--- src/bdh_pkg.sv ---
package bdh_pkg;

  localparam int CountWidth = 16;
  localparam int CfgWidth   = 16;
  localparam int CfgIndexW  = 2;

  localparam logic [CountWidth-1:0] CountMax = {CountWidth{1'b1}};

  localparam logic [CfgIndexW-1:0] RegDebounceTicks = 2'd0;
  localparam logic [CfgIndexW-1:0] RegHoldTicks     = 2'd1;
  localparam logic [CfgIndexW-1:0] RegInvertLevel   = 2'd2;

  localparam logic [15:0] DebounceTicksReset = 16'd20;
  localparam logic [15:0] HoldTicksReset     = 16'd1000;

  typedef enum logic [2:0] {
    ST_IDLE       = 3'd0,
    ST_PRESS_DB   = 3'd1,
    ST_PRESSED    = 3'd2,
    ST_HELD       = 3'd3,
    ST_RELEASE_DB = 3'd4
  } state_t;

  typedef enum logic [1:0] {
    EV_NONE     = 2'd0,
    EV_PRESSED  = 2'd1,
    EV_HELD     = 2'd2,
    EV_RELEASED = 2'd3
  } event_t;

  typedef struct packed {
    event_t ev;
    logic   pressed;
  } result_t;

  function automatic logic [CountWidth-1:0] sat_inc(input logic [CountWidth-1:0] v);
    return (v == CountMax) ? CountMax : v + 1'b1;
  endfunction

endpackage

--- src/button_debounce_hold_detector.sv ---
// Channel   Handshake                 Payload
// input     in_valid / in_stall       pin_level
// output    out_valid / out_stall     event_code, btn_down
// config    cfg_write                 cfg_index, cfg_data
//
// One tick per cycle while in_stall is low, one result word per tick, registered at the output.
// State and counters update in the cycle a tick is accepted.
// A two-deep output (result register plus skid) keeps input flowing while
// the sink stalls until the skid fills; in_stall rises only when both are full.
// rst (synchronous) restores idle state and register defaults.
module button_debounce_hold_detector (
  input  logic                              clk,
  input  logic                              rst,
  input  logic                              cfg_write,
  input  logic [bdh_pkg::CfgIndexW-1:0]     cfg_index,
  input  logic [bdh_pkg::CfgWidth-1:0]      cfg_data,
  input  logic                              in_valid,
  output logic                              in_stall,
  input  logic                              pin_level,
  output logic                              out_valid,
  input  logic                              out_stall,
  output logic [1:0]                        event_code,
  output logic                              btn_down
);

  logic [15:0] debounce_ticks;
  logic [15:0] hold_ticks;
  logic        invert_level;

  bdh_pkg::state_t                    state, state_next;
  logic [bdh_pkg::CountWidth-1:0]     debounce_count, debounce_count_next;
  logic [bdh_pkg::CountWidth-1:0]     hold_count, hold_count_next;
  logic                               pressed_flag, pressed_flag_next;
  bdh_pkg::event_t                    ev;

  bdh_pkg::result_t result, out_word, skid_word;
  logic             skid_valid;
  logic             in_acc, out_take;
  logic             active;
  logic [bdh_pkg::CountWidth-1:0] db_inc, hold_inc;
  logic             db_done, hold_done;

  always_ff @(posedge clk) begin
    if (rst) begin
      debounce_ticks <= bdh_pkg::DebounceTicksReset;
      hold_ticks     <= bdh_pkg::HoldTicksReset;
      invert_level   <= 1'b0;
    end else if (cfg_write) begin
      unique case (cfg_index)
        bdh_pkg::RegDebounceTicks: debounce_ticks <= cfg_data[15:0];
        bdh_pkg::RegHoldTicks:     hold_ticks     <= cfg_data[15:0];
        bdh_pkg::RegInvertLevel:   invert_level   <= cfg_data[0];
        default: ;
      endcase
    end
  end

  assign in_stall = skid_valid;
  assign in_acc   = in_valid && !in_stall;
  assign out_take = out_valid && !out_stall;

  assign active   = pin_level ^ invert_level;
  assign db_inc   = bdh_pkg::sat_inc(debounce_count);
  assign hold_inc = bdh_pkg::sat_inc(hold_count);
  // widen both sides so any count width compares against the 16-bit registers
  assign db_done   = 33'(db_inc) >= 33'(debounce_ticks);
  assign hold_done = (hold_ticks != 16'd0) && (33'(hold_inc) >= 33'(hold_ticks));

  always_comb begin
    state_next          = state;
    debounce_count_next = debounce_count;
    hold_count_next     = hold_inc;
    pressed_flag_next   = pressed_flag;
    ev                  = bdh_pkg::EV_NONE;
    unique case (state)
      bdh_pkg::ST_IDLE: begin
        if (active) begin
          debounce_count_next = '0;
          state_next          = bdh_pkg::ST_PRESS_DB;
        end
      end
      bdh_pkg::ST_PRESS_DB: begin
        if (!active) begin
          state_next = bdh_pkg::ST_IDLE;
        end else begin
          debounce_count_next = db_inc;
          if (db_done) begin
            state_next        = bdh_pkg::ST_PRESSED;
            pressed_flag_next = 1'b1;
            ev                = bdh_pkg::EV_PRESSED;
            hold_count_next   = '0;
          end
        end
      end
      bdh_pkg::ST_PRESSED: begin
        if (!active) begin
          debounce_count_next = '0;
          state_next          = bdh_pkg::ST_RELEASE_DB;
        end else if (hold_done) begin
          state_next = bdh_pkg::ST_HELD;
          ev         = bdh_pkg::EV_HELD;
        end
      end
      bdh_pkg::ST_HELD: begin
        if (!active) begin
          debounce_count_next = '0;
          state_next          = bdh_pkg::ST_RELEASE_DB;
        end
      end
      bdh_pkg::ST_RELEASE_DB: begin
        if (active) begin
          // glitch: back to pressed, hold timer keeps running
          state_next = bdh_pkg::ST_PRESSED;
        end else begin
          debounce_count_next = db_inc;
          if (db_done) begin
            state_next        = bdh_pkg::ST_IDLE;
            pressed_flag_next = 1'b0;
            ev                = bdh_pkg::EV_RELEASED;
          end
        end
      end
      default: state_next = bdh_pkg::ST_IDLE;
    endcase
    result.ev      = ev;
    result.pressed = pressed_flag_next;
  end

  always_ff @(posedge clk) begin
    if (rst) begin
      state          <= bdh_pkg::ST_IDLE;
      debounce_count <= '0;
      hold_count     <= '0;
      pressed_flag   <= 1'b0;
    end else if (in_acc) begin
      state          <= state_next;
      debounce_count <= debounce_count_next;
      hold_count     <= hold_count_next;
      pressed_flag   <= pressed_flag_next;
    end
  end

  // output register with one skid word behind it
  always_ff @(posedge clk) begin
    if (rst) begin
      out_valid  <= 1'b0;
      skid_valid <= 1'b0;
    end else if (out_take || !out_valid) begin
      out_valid  <= skid_valid || in_acc;
      skid_valid <= 1'b0;
    end else if (in_acc) begin
      skid_valid <= 1'b1;
    end
  end

  always_ff @(posedge clk) begin
    if (out_take || !out_valid) begin
      out_word <= skid_valid ? skid_word : result;
    end else if (in_acc) begin
      skid_word <= result;
    end
  end

  assign event_code = out_word.ev;
  assign btn_down   = out_word.pressed;

endmodule

--- config.mk ---
export PLATFORM = sky130hd
export DESIGN_NAME = button_debounce_hold_detector
export DESIGN_NICKNAME = d
export VERILOG_FILES = /design/src/bdh_pkg.sv /design/src/button_debounce_hold_detector.sv
export SDC_FILE = /design/constraint.sdc
export NUM_CORES = 1
export LEC_CHECK = 0
export BUFFER_PORTS_ARGS = -buffer_cell sky130_fd_sc_hd__buf_2
export CORE_MARGIN = 3
export CORE_UTILIZATION = 40
export DETAILED_ROUTE_END_ITERATION = 8
export GPL_TIMING_DRIVEN = 1
export PLACE_DENSITY = 0.61
export SLEW_MARGIN = 15
export SYNTH_ARGS = -nofsm -noshare
export SYNTH_HDL_FRONTEND = slang
export SYNTH_SLANG_ARGS = --single-unit
--- constraint.sdc ---
create_clock -name clk -period 5.2 [get_ports clk]
set_clock_uncertainty 0.2 [all_clocks]
set_input_delay 1.3 -clock clk [delete_from_list [all_inputs] [get_ports clk]]
set_output_delay 1.3 -clock clk [all_outputs]
set_load 0.02 [all_outputs]
==> out/results.ini <==
[run_status]
status = complete, no violations

[synth]
async_flop_share = 0
yosysTopAreaCell = dfxtp_1
ys_seq_elements = 77
synth_edf_count = 6
synth_ff_type = dfxtp_1
synth.top_cell.area_share = 0.305
yosysWarnings = 0
synth_cells = 593
seq_area_frac_synth = 0.344
synth_area_leaders = dfxtp_1 31%, ha_1 9.1%, nand2_1 8.9%
synth.distinct_cells = 58
syn_area_per_cell_um2 = 7.85
syn-num-nets = 651
syn_area_um2 = 4650

[hold_path]
min_delay_path_depth = 2
min_path_type = register to register

[floorplanning]
rows = 38
chipWidth_um = 114
core-area_um2 = 11100
num_io_pins = 29
initial_core_util = 0.420
die_y_um = 114
die_area_um2 = 13000

[detailed_routing]
firstDrtPassIters = 5
ant_nets = 0
viasPerCell = 5.60
drtIter0Drc = 448
drc_errors = 0
via_count = 4205
wl_mm = 11.4
wl_per_cell_um = 15.2

[setup_path]
worstSetupPathType = register to register
cp_max_fo = 25
crit_arrival_ns = 4.62
worstPathRequired_ns = 5.22
crit_path_end_kind = register
cp-endpoint = btn_down
r2r-end = btn_down
crit_start = debounce_count[0]
reg2reg_slack_ns = 0.60
cp-start-kind = register
regToRegStartpoint = debounce_count[0]
ff2ff_path_depth = 14

[sta]
relSlewSlack = 0.351
setup_viol = 0
max_freq_ghz = 0.217
worst_pin_slew_ns = 0.968
grt_setup_unrepaired = no
fin_hold_ws_ns = 0.257
drv_slew = 0
fin_crit_sh = 0.885
fin_tns_setup_ns = 0
fin_crit_ns = 4.60
hold_violations = 0

[power]
ir_drop_mv = 0.180
power.leakage_uw = 0.00211
power.density_nw_per_um2 = 271

[layout]
layout-drive-gt1-share = 0.108
area_growth_pct = 11.2
num_antenna_cells = 0
final_cell_mix = 110 x nand2_1, 71 x dfxtp_1, 59 x a21oi_1, 36 x inv_1
nets = 664
final_common_cell = nand2_1

[grt]
grt_pass1_vias = 3977
grt_overflow = 0
grt_max_degree = 50
grt_pass1_wl_mm = 19.3
grt.total_usage = 0.184
antenna_found_initial = 0

[placed_design]
dp_hpwl_mm = 8.17
port_buffers = 28
place_congestion = 0.790

[clock_network]
cts-root-buf = clkbuf_16
postCtsHoldBufs = 0
cts_buffer_depth = 2
cts.repair.resized = 0
cts_max_level = 3
cts_tree = built
cts_sinks = 77
clk_pin_slew_ns = 0.06
cts_buffers = 9
cts_setup_buffers = 0
clk_latency_ns = 0.34

[run]
max_cap_viol_count = 0

-- sequential cells by signal, summed over array words and instances, names as in the netlist --
signal,flops
debounce_count,16
event_code,2
state,3
out_valid,1
debounce_ticks,16
hold_count,16
btn_down,1
invert_level,1
hold_ticks,16
skid_word,3
pressed_flag,1
in_stall,1
-- kinds of logic after synthesis --
logic type | after synthesis | synth area share
xor+xnor | 22 | 0.0414
mux | 9 | 0.0210
flops | 77 | 0.344
buf+inv | 64 | 0.0567
simple gates | 236 | 0.247
compound gates | 151 | 0.199
fa+ha+maj | 34 | 0.0914
-- layout make-up --
cell class,count,area (µm²)
clock buffers,10,250
repair buffers,30,155
flip-flops and latches,77,1600
clock inverters,6,67.6
inverters,36,135
multi-input cells,452,2790
well taps,140,175
fillers,1112,5910
-- through the flow --
stage          instance area [µm²]  total power (µW)  worst slack, ns  utilization  std cells
2_1_floorplan                 4650               709             1.44            -        593
3_3_place_gp                  4850               742            0.815        0.438        735
3_5_place_dp                  4850               746            0.648        0.438        735
4_1_cts                       5170              1410            0.641        0.467        751
5_1_grt                       5170              1460            0.340        0.467        751
6_report                      5170              1400            0.599        0.467        751
-- critical path, stage by stage, from the launching register on --
cell and delay [ns]:
dfxtp_1 0.39, ha_1 0.27, and3_4 0.24, and3_4 0.20
nand2_1 0.08, or3_1 0.70, and2_1 0.32, ha_1 0.27
nand2b_1 0.09, a211oi_1 0.06, o221a_2 0.26, o31ai_2 0.38
nand2_1 0.50, a21oi_1 0.33, mux2_2 0.18
-- where the power goes --
group          switching (µW)  internal [µW]  leakage (µW)
registers                13.5            612      0.000638
logic                    69.6           39.2       0.00132
clock network             267            403      0.000147
total                     350           1050       0.00211
-- cell usage after synthesis (7+ instances only) --
master / number
nand4_1: 7
nor2_1: 30
clkbuf_1: 15
a21oi_1: 59
buf_2: 7
inv_1: 36
and3_1: 9
nand2_1: 110
ha_1: 34
o21ai_0: 34
xor2_1: 7
nand3_1: 27
xnor2_1: 15
nor3_1: 10
o211ai_1: 10
nand2b_1: 7
a211oi_1: 9
dfxtp_1: 71
a22o_1: 12
-- how the worst min path moves through the flow --
stage                       startpoint                 end
floorplan           debounce_ticks[10]  debounce_ticks[10]
global placement     debounce_ticks[6]   debounce_ticks[6]
detailed placement   debounce_ticks[3]   debounce_ticks[3]
CTS                  debounce_ticks[3]   debounce_ticks[3]
global route         debounce_ticks[7]   debounce_ticks[7]
finish              debounce_ticks[14]  debounce_ticks[14]
-- routing by layer --
| metal | track usage | part of all wire |
|---|---|---|
| met1 | 0.265 | 0.51 |
| met3 | 0.0271 | 0.043 |
| met5 | 0 | 0 |
| met4 | 0.0744 | 0.018 |
| met2 | 0.277 | 0.43 |
Power figures use the tool's default switching activity.
